$ cat src/sv/subsequence_match_scorer_unit_macros.svh
// Assertion macros used by the subsequence match scorer top file.
`ifndef SUBSEQUENCE_MATCH_SCORER_UNIT_MACROS_SVH
`define SUBSEQUENCE_MATCH_SCORER_UNIT_MACROS_SVH

// Checks that the consequent holds in the same cycle as the antecedent.
`define SMS_ASSERT_SAME(label, ante, cons, msg) \
  label: assert property (@(posedge clk_i) disable iff (!rst_ni) (ante) |-> (cons)) \
    else $error(msg);

// Checks that the consequent holds in the cycle after the antecedent.
`define SMS_ASSERT_NEXT(label, ante, cons, msg) \
  label: assert property (@(posedge clk_i) disable iff (!rst_ni) (ante) |=> (cons)) \
    else $error(msg);

`endif

$ cat src/sv/sms_pkg.sv
// Types and constants shared by the subsequence match scorer modules.
`timescale 1ns / 1ps

package sms_pkg;

  localparam int PATTERN_BYTES = 16;
  localparam int CFG_INDEX_BITS = 2;

  localparam logic [CFG_INDEX_BITS-1:0] CFG_PATTERN_LOW    = 2'd0;
  localparam logic [CFG_INDEX_BITS-1:0] CFG_PATTERN_HIGH   = 2'd1;
  localparam logic [CFG_INDEX_BITS-1:0] CFG_PATTERN_LENGTH = 2'd2;

  localparam logic FUNC_CHAR = 1'b0;
  localparam logic FUNC_END  = 1'b1;

  localparam logic KIND_REPORT  = 1'b0;
  localparam logic KIND_SUMMARY = 1'b1;

  localparam logic [7:0] CHAR_UPPER_A = 8'h41;
  localparam logic [7:0] CHAR_UPPER_Z = 8'h5A;
  localparam logic [7:0] CASE_OFFSET  = 8'h20;

  typedef logic [PATTERN_BYTES-1:0][7:0] pattern_bytes_t;

  typedef struct packed {
    logic       func;
    logic [7:0] char_code;
  } in_item_t;

  typedef struct packed {
    logic        kind;
    logic [15:0] position;
    logic        accepted;
    logic [15:0] first_position;
    logic [4:0]  longest_run;
  } out_item_t;

  typedef struct packed {
    pattern_bytes_t pattern;
    logic [4:0]     length;
  } pattern_cfg_t;

  typedef struct packed {
    logic      valid;
    out_item_t item;
  } result_t;

endpackage

$ cat src/sv/sms_cfg_regs.sv
// Configuration registers holding the pattern bytes and the pattern length.
`timescale 1ns / 1ps

module sms_cfg_regs (
  input  logic                               clk_i,
  input  logic                               rst_ni,
  input  logic                               cfg_valid_i,
  output logic                               cfg_ready_o,
  input  logic [sms_pkg::CFG_INDEX_BITS-1:0] cfg_index_i,
  input  logic [63:0]                        cfg_data_i,
  output sms_pkg::pattern_cfg_t              cfg_o
);
  import sms_pkg::*;

  logic [63:0] low_q;
  logic [63:0] high_q;
  logic [4:0]  length_q;
  logic        write;

  assign cfg_ready_o = 1'b1;
  assign write = cfg_valid_i & cfg_ready_o;

  always_ff @(posedge clk_i or negedge rst_ni) begin
    if (!rst_ni) begin
      low_q    <= '0;
      high_q   <= '0;
      length_q <= '0;
    end else if (write) begin
      case (cfg_index_i)
        CFG_PATTERN_LOW:    low_q    <= cfg_data_i;
        CFG_PATTERN_HIGH:   high_q   <= cfg_data_i;
        CFG_PATTERN_LENGTH: length_q <= cfg_data_i[4:0];
        default: ;
      endcase
    end
  end

  assign cfg_o.pattern = pattern_bytes_t'({high_q, low_q});
  assign cfg_o.length  = length_q;

endmodule

$ cat src/sv/sms_match_core.sv
// Input register, match state and the combinational match and summary logic.
`timescale 1ns / 1ps

module sms_match_core #(
  parameter int MAX_PATTERN   = 16,
  parameter int POSITION_BITS = 16
) (
  input  logic                  clk_i,
  input  logic                  rst_ni,
  input  logic                  in_valid_i,
  output logic                  in_stall_o,
  input  sms_pkg::in_item_t     in_data_i,
  input  sms_pkg::pattern_cfg_t cfg_i,
  input  logic                  advance_i,
  output sms_pkg::result_t      res_o
);
  import sms_pkg::*;

  localparam int IDX_W = $clog2(MAX_PATTERN + 1);
  localparam int PW1   = POSITION_BITS + 1;
  localparam logic [POSITION_BITS-1:0] POS_MAX = {POSITION_BITS{1'b1}};

  logic                     in_valid_q;
  in_item_t                 in_q;
  logic                     fire;
  logic                     accept;

  logic [IDX_W-1:0]         idx_q, idx_d;
  logic [POSITION_BITS-1:0] char_pos_q, char_pos_d;
  logic [POSITION_BITS-1:0] prev_q, prev_d;
  logic [POSITION_BITS-1:0] earliest_q, earliest_d;
  logic [IDX_W-1:0]         cur_run_q, cur_run_d;
  logic [IDX_W-1:0]         best_run_q, best_run_d;
  logic                     complete_q, complete_d;

  logic [4:0]               eff_len5;
  logic [IDX_W-1:0]         eff_len;
  logic [7:0]               folded;
  logic [7:0]               pat_byte;
  logic                     hit;
  logic                     adjacent;
  logic [IDX_W-1:0]         idx_inc;
  logic [IDX_W-1:0]         run_new;
  logic [PW1-1:0]           prev_inc;
  logic [31:0]              pos_ext;
  logic [31:0]              earliest_ext;

  // The input stage moves on whenever the result register can take a beat.
  assign in_stall_o = in_valid_q & ~advance_i;
  assign accept     = in_valid_i & ~in_stall_o;
  assign fire       = in_valid_q & advance_i;

  always_ff @(posedge clk_i or negedge rst_ni) begin
    if (!rst_ni) begin
      in_valid_q <= 1'b0;
    end else if (!in_stall_o) begin
      in_valid_q <= accept;
    end
  end

  always_ff @(posedge clk_i) begin
    if (accept) begin
      in_q <= in_data_i;
    end
  end

  assign eff_len5 = (cfg_i.length > 5'(MAX_PATTERN)) ? 5'(MAX_PATTERN) : cfg_i.length;
  assign eff_len  = IDX_W'(eff_len5);

  always_comb begin
    folded = in_q.char_code;
    if (in_q.char_code >= CHAR_UPPER_A && in_q.char_code <= CHAR_UPPER_Z) begin
      folded = in_q.char_code + CASE_OFFSET;
    end
  end

  assign pat_byte = cfg_i.pattern[4'(idx_q)];
  assign hit      = (in_q.func == FUNC_CHAR) && !complete_q && (idx_q < eff_len) &&
                    (folded == pat_byte);
  // A saturated position that repeats the previous match is not adjacent.
  assign prev_inc = {1'b0, prev_q} + PW1'(1);
  assign adjacent = (prev_inc == {1'b0, char_pos_q});
  assign idx_inc  = idx_q + IDX_W'(1);

  always_comb begin
    if (idx_q == '0) begin
      run_new = IDX_W'(1);
    end else if (adjacent) begin
      run_new = cur_run_q + IDX_W'(1);
    end else begin
      run_new = IDX_W'(1);
    end
  end

  always_comb begin
    idx_d      = idx_q;
    char_pos_d = char_pos_q;
    prev_d     = prev_q;
    earliest_d = earliest_q;
    cur_run_d  = cur_run_q;
    best_run_d = best_run_q;
    complete_d = complete_q;
    if (in_q.func == FUNC_END) begin
      idx_d      = '0;
      char_pos_d = '0;
      prev_d     = '0;
      earliest_d = '0;
      cur_run_d  = '0;
      best_run_d = '0;
      complete_d = 1'b0;
    end else begin
      if (hit) begin
        if (idx_q == '0) begin
          earliest_d = char_pos_q;
        end
        cur_run_d = run_new;
        if (run_new > best_run_q) begin
          best_run_d = run_new;
        end
        prev_d = char_pos_q;
        idx_d  = idx_inc;
        if (idx_inc >= eff_len) begin
          complete_d = 1'b1;
        end
      end
      if (char_pos_q != POS_MAX) begin
        char_pos_d = char_pos_q + POSITION_BITS'(1);
      end
    end
  end

  always_ff @(posedge clk_i or negedge rst_ni) begin
    if (!rst_ni) begin
      idx_q      <= '0;
      char_pos_q <= '0;
      prev_q     <= '0;
      earliest_q <= '0;
      cur_run_q  <= '0;
      best_run_q <= '0;
      complete_q <= 1'b0;
    end else if (fire) begin
      idx_q      <= idx_d;
      char_pos_q <= char_pos_d;
      prev_q     <= prev_d;
      earliest_q <= earliest_d;
      cur_run_q  <= cur_run_d;
      best_run_q <= best_run_d;
      complete_q <= complete_d;
    end
  end

  assign pos_ext      = 32'(char_pos_q);
  assign earliest_ext = 32'(earliest_q);

  always_comb begin
    res_o       = '0;
    res_o.valid = fire && ((in_q.func == FUNC_END) || hit);
    if (in_q.func == FUNC_END) begin
      res_o.item.kind = KIND_SUMMARY;
      if (complete_q) begin
        res_o.item.accepted       = 1'b1;
        res_o.item.first_position = earliest_ext[15:0];
        res_o.item.longest_run    = 5'(best_run_q);
      end
    end else begin
      res_o.item.kind     = KIND_REPORT;
      res_o.item.position = pos_ext[15:0];
    end
  end

endmodule

$ cat src/sv/sms_out_reg.sv
// Result register that holds a beat while the receiver stalls.
`timescale 1ns / 1ps

module sms_out_reg (
  input  logic               clk_i,
  input  logic               rst_ni,
  input  sms_pkg::result_t   res_i,
  output logic               advance_o,
  output logic               out_valid_o,
  input  logic               out_stall_i,
  output sms_pkg::out_item_t out_data_o
);
  import sms_pkg::*;

  logic      valid_q, valid_d;
  out_item_t data_q;

  assign advance_o = ~valid_q | ~out_stall_i;

  always_comb begin
    valid_d = valid_q & out_stall_i;
    if (advance_o && res_i.valid) begin
      valid_d = 1'b1;
    end
  end

  always_ff @(posedge clk_i or negedge rst_ni) begin
    if (!rst_ni) begin
      valid_q <= 1'b0;
    end else begin
      valid_q <= valid_d;
    end
  end

  always_ff @(posedge clk_i) begin
    if (advance_o && res_i.valid) begin
      data_q <= res_i.item;
    end
  end

  assign out_valid_o = valid_q;
  assign out_data_o  = data_q;

endmodule

$ cat src/sv/subsequence_match_scorer_unit.sv
// Subsequence match scorer: streams candidate characters against a configured pattern.
//
// Input channel: one beat per candidate character (func = 0) or end marker (func = 1).
// Characters are folded to lower case and matched greedily against the pattern.
// Each matching character gives a report beat with its position; each end marker
// gives a summary beat (accepted, first position, longest adjacent run) and clears
// the match state for the next candidate.
// Configuration: index 0 and 1 take pattern bytes 0-7 and 8-15, index 2 the length.
// The port is always ready; the user makes writes only while no beat is in flight, and
// the block does not enforce it. A beat taken into the input register passes the match
// logic into the result register, from which its result leaves.
// Throughput: one input beat per cycle while the receiver does not stall, set by the single
// match stage between the input register and the result register.
// A stalled result stays in the result register; the input register keeps one more
// beat, after which in_stall_o rises until the receiver takes the result.
// Reset clears the pattern, the length, the match state and both valid flags.
`timescale 1ns / 1ps
`include "subsequence_match_scorer_unit_macros.svh"

module subsequence_match_scorer_unit #(
  parameter int MAX_PATTERN   = 16,
  parameter int POSITION_BITS = 16
) (
  input  logic                               clk_i,
  input  logic                               rst_ni,
  input  logic                               in_valid_i,
  output logic                               in_stall_o,
  input  sms_pkg::in_item_t                  in_data_i,
  output logic                               out_valid_o,
  input  logic                               out_stall_i,
  output sms_pkg::out_item_t                 out_data_o,
  input  logic                               cfg_valid_i,
  output logic                               cfg_ready_o,
  input  logic [sms_pkg::CFG_INDEX_BITS-1:0] cfg_index_i,
  input  logic [63:0]                        cfg_data_i
);
  import sms_pkg::*;

  pattern_cfg_t cfg;
  result_t      res;
  logic         advance;

  sms_cfg_regs u_cfg (
    .clk_i       (clk_i),
    .rst_ni      (rst_ni),
    .cfg_valid_i (cfg_valid_i),
    .cfg_ready_o (cfg_ready_o),
    .cfg_index_i (cfg_index_i),
    .cfg_data_i  (cfg_data_i),
    .cfg_o       (cfg)
  );

  sms_match_core #(
    .MAX_PATTERN   (MAX_PATTERN),
    .POSITION_BITS (POSITION_BITS)
  ) u_core (
    .clk_i      (clk_i),
    .rst_ni     (rst_ni),
    .in_valid_i (in_valid_i),
    .in_stall_o (in_stall_o),
    .in_data_i  (in_data_i),
    .cfg_i      (cfg),
    .advance_i  (advance),
    .res_o      (res)
  );

  sms_out_reg u_out (
    .clk_i       (clk_i),
    .rst_ni      (rst_ni),
    .res_i       (res),
    .advance_o   (advance),
    .out_valid_o (out_valid_o),
    .out_stall_i (out_stall_i),
    .out_data_o  (out_data_o)
  );

  `SMS_ASSERT_SAME(a_stall_only_when_blocked, in_stall_o, out_valid_o && out_stall_i, "input stalled while the result register could move")
  `SMS_ASSERT_SAME(a_report_clean, out_valid_o && out_data_o.kind == KIND_REPORT, !out_data_o.accepted && out_data_o.first_position == 16'd0 && out_data_o.longest_run == 5'd0, "report beat carries summary fields")
  `SMS_ASSERT_SAME(a_reject_clean, out_valid_o && out_data_o.kind == KIND_SUMMARY && !out_data_o.accepted, out_data_o.first_position == 16'd0 && out_data_o.longest_run == 5'd0 && out_data_o.position == 16'd0, "rejected summary carries nonzero fields")
  `SMS_ASSERT_SAME(a_accept_run, out_valid_o && out_data_o.kind == KIND_SUMMARY && out_data_o.accepted, out_data_o.longest_run != 5'd0 && out_data_o.longest_run <= 5'(MAX_PATTERN), "accepted summary has a run out of range")
  `SMS_ASSERT_NEXT(a_hold_when_stalled, out_valid_o && out_stall_i, out_valid_o, "result dropped while stalled")

endmodule

$ cat config.mk
export PLATFORM = sky130hd
export DESIGN_NAME = subsequence_match_scorer_unit
export DESIGN_NICKNAME = d
export VERILOG_FILES = /design/src/sv/sms_pkg.sv /design/src/sv/sms_cfg_regs.sv /design/src/sv/sms_match_core.sv /design/src/sv/sms_out_reg.sv /design/src/sv/subsequence_match_scorer_unit.sv
export VERILOG_INCLUDE_DIRS = /design/src /design/src/sv
export SDC_FILE = /design/constraint.sdc
export NUM_CORES = 1
export LEC_CHECK = 0
export BUFFER_PORTS_ARGS = -buffer_cell sky130_fd_sc_hd__buf_2
export CORE_ASPECT_RATIO = 0.75
export CORE_MARGIN = 2
export CORE_UTILIZATION = 50
export DETAILED_ROUTE_END_ITERATION = 12
export PLACE_DENSITY_LB_ADDON = 0.25
export SYNTH_ARGS = -nofsm -noshare
export SYNTH_HDL_FRONTEND = slang
export SYNTH_SLANG_ARGS = --single-unit
$ cat constraint.sdc
create_clock -name clk_i -period 5.73 [get_ports clk_i]
set_clock_uncertainty 0.15 [all_clocks]
set_input_delay 0.573 -clock clk_i [delete_from_list [all_inputs] [get_ports clk_i]]
set_output_delay 0.573 -clock clk_i [all_outputs]
set_load 0.03 [all_outputs]
==> flow_summary.json <==
{
  "wirelength_microns": 24700,
  "area_growth_pct": 14.9,
  "synth_seq_area_share_pct": 55.0,
  "met2_usage_pct": 28.2,
  "synthFlopType": "dfrtp_1",
  "clkLatencyLatePin_ns": 0.52,
  "grtUsageMet1_pct": 33.6,
  "critPathTopFamily": "simple AND/OR/NAND/NOR gates",
  "start_util_pct": 50.9,
  "clkTransAtPathRegs_ns": 0.06,
  "seq_area_sq_um": 6420,
  "yosysWarnings": 0,
  "maxSlewViolCount": 0,
  "cts_resized": 0,
  "ioPinCount": 122,
  "cts.sinks": 247,
  "synth-edff-count": 48,
  "clockBufferDepth": 3,
  "cts_tree": "built",
  "port_buffers": 120,
  "postCtsSetupBuffers": 0,
  "diodes": 0,
  "max_slew_margin_pct": 27.3,
  "root_buffer": "clkbuf_16",
  "outcome": "finished clean",
  "ys_ff_latch": 247,
  "nets": 1094,
  "critical_path.slowest_cell": "dfrtp_1",
  "fillers": 1895,
  "row_count": 48,
  "grt_pass1_wl_microns": 39900,
  "placed_cell_area_sq_um": 12500,
  "p_per_area_nw_per_um2": 363,
  "setup_viol": 0,
  "grt_pass1_vias": 7109,
  "post_route_cells_drive_above_1_share_pct": 34.3,
  "vdd_drop_max_uv": 264,
  "vias": 7408,
  "avgSynthCellArea_sq_um": 13.1,
  "crit_required_ns": 5.97,
  "arrival_ns": 4.96,
  "synth_area_sq_um": 11700,
  "multi_input_area_sq_um": 4930,
  "grt_max_degree": 118,
  "period_needed_ns": 4.72,
  "vias_per_cell": 5.64,
  "synth.net_count": 993,
  "critical-path-max-stage-delay_ns": 0.90,
  "grt_setup_unrepaired": "no",
  "tightest_slew_ns": 1.07,
  "critPathKind": "flop to flop",
  "yosysUniqueCellTypes": 61,
  "hpwl_microns": 16800,
  "routedWlPerCell_microns": 18.8,
  "path_cells": "nor4b_1 > nor2_1 > o21ai_0 > or4_1 > a2111oi_0 > nand3b_1 > nor2_1 > ha_1 > nor2b_1 > o21a_1 > o21a_1 > o21ai_0 > nand2b_1 > a21oi_1 > nand2b_1 > o31ai_1",
  "hold_viol": 0,
  "use_met3_pct": 3.21,
  "drtIter0Drc": 592,
  "drcViolationCount": 0,
  "fin_area_sq_um": 13400,
  "hold_path_class": "input port to async pin",
  "dieArea_sq_um": 24600,
  "synth_cells": 892,
  "instances_no_fill": 1313,
  "critical_path.max_fanout": 26,
  "critPathBufInv": 0,
  "grt_overflow": 0,
  "fmax_mhz": 212,
  "cts_hold_buffers": 0,
  "end_kind": "flop",
  "grt-busiest-layer": "met1",
  "leakage_nw": 5.84,
  "period_share_pct": 82.3,
  "numCtsBuffers": 26,
  "die_w_microns": 180,
  "p_total_w": 0.00487,
  "dp.cells": 1265,
  "core_sq_um": 22900,
  "antenna_found_initial": 0,
  "die_y_microns": 136,
  "start_kind": "flop",
  "drt.antenna.violating_nets": 0,
  "dr.pass1.iters": 4,
  "htree_num_levels": 1,
  "synth-async-reset-ratio_pct": 80.6,
  "gp_congestion": 0.839,
  "fin_setup_tns_ns": 0,
  "track_usage_pct": 20.4,
  "cap_violations": 0
}
-- cell usage in the layout (no fill, tap or decap), drive strengths merged, types with 4 or more instances in the layout --
cell,Yosys,routed
edfxtp,48,48
and2,4,4
nor3,9,9
ha,21,21
nand2b,12,12
xnor2,20,20
buf,15,130
nand3b,5,5
o21ai,22,22
o31ai,6,6
o22ai,5,5
and4,6,6
xor2,25,25
clkinv,0,6
dfrtp,199,199
nand4,6,6
a21oi,10,10
nor2,30,30
and3,26,26
nor2b,28,28
mux2,143,143
clkbuf,43,37
nand3,25,25
a22o,33,33
nand2,38,38
mux4,23,23
o211ai,5,5
inv,18,19
mux2i,19,19
-- state kept, by name, indices dropped and copies added (netlist names), 5 cells and up --
| register | cells |
|---|---|
| u_cfg.high_q | 64 |
| u_cfg.length_q | 5 |
| u_cfg.low_q | 64 |
| u_core.best_run_q | 5 |
| u_core.char_pos_q | 16 |
| u_core.cur_run_q | 5 |
| u_core.earliest_q | 16 |
| u_core.idx_q | 5 |
| u_core.in_q | 9 |
| u_core.prev_q | 16 |
| u_out.out_data_o | 39 |
-- stage by stage --
step                      utilization, %  hold slack [ns]  setup WS [ns]
after floorplan                        -            0.127           1.38
after global placement              54.4            0.333           1.17
after detailed placement            54.4            0.336           1.07
after CTS                           58.4           0.0768           1.01
after global routing                58.4           0.0819          0.408
final                               58.4           0.0338           1.01
-- metal layers --
metal | up-vias | part of all wire, %
met5 | - | 0
li1 | 3469 | -
met3 | 24 | 5.2
met2 | 176 | 41
met1 | 3739 | 52
met4 | 0 | 1.5
-- path summary, 6_finish.rpt --
path	startpoint	endpoint	slack (ns)	depth (start not counted)
setup / recovery	u_core.idx_q[2]	u_core.best_run_q[2]	1.01	16
hold / removal	rst_ni	u_cfg.high_q[47]	0.03	1
setup reg to reg	u_core.idx_q[2]	u_core.best_run_q[2]	1.01	16
hold reg to reg	u_cfg.high_q[4]	u_cfg.high_q[4]	0.35	1
max in group asynchronous	rst_ni	u_core.idx_q[1]	4.13	2
min in group clk_i	in_data_i[4]	u_core.in_q[4]	0.09	1
-- synth_stat cells (4+ instances only) --
library cell	n	area, sq um
dfrtp_1	199	4980
mux2_2	143	1610
edfxtp_1	48	1440
clkbuf_1	43	161
nand2_1	38	143
a22o_1	33	289
nor2_1	30	113
nor2b_1	28	175
and3_1	26	163
nand3_1	25	125
xor2_1	25	219
mux4_2	23	518
o21ai_0	22	110
ha_1	21	263
xnor2_1	20	175
mux2i_1	19	190
inv_1	18	67.6
nand2b_1	12	75.1
a21oi_1	10	50.1
buf_2	10	50.1
nor3_1	9	45.0
and4_1	6	52.6
nand4_1	6	37.5
o31ai_1	6	45.0
nand3b_1	5	37.5
o211ai_1	5	37.5
o22ai_1	5	31.3
and2_1	4	25.0
-- cell type report --
type,count,share of cell area (%)
flip-flops and latches,247,47.9
multi-input cells,569,36.8
clock inverters,12,1.07
clock buffers,36,5.75
repair buffers,131,5.16
inverters,18,0.504
well taps,300,2.80
-- where the power goes --
| part | leakage, nW | internal (W) | switching (W) |
|---|---|---|---|
| logic | 2.44 | 0.000479 | 0.000500 |
| registers | 2.96 | 0.00201 | 0.000124 |
| clock network | 0.446 | 0.00108 | 0.000679 |
-- kinds of logic after synthesis --
kind of cell / count (synthesis) / synth area share (%)
other: 1 / 0.0321
and+or+nand+nor: 208 / 9.80
DFF: 247 / 55.0
xor gates and xnor gates: 45 / 3.38
adders and majority gates: 21 / 2.25
buffers and inverters: 76 / 2.81
muxes: 185 / 19.9
AOI/OAI and AO/OA: 109 / 6.84
Note: power is estimated with default switching activity, not from simulation.
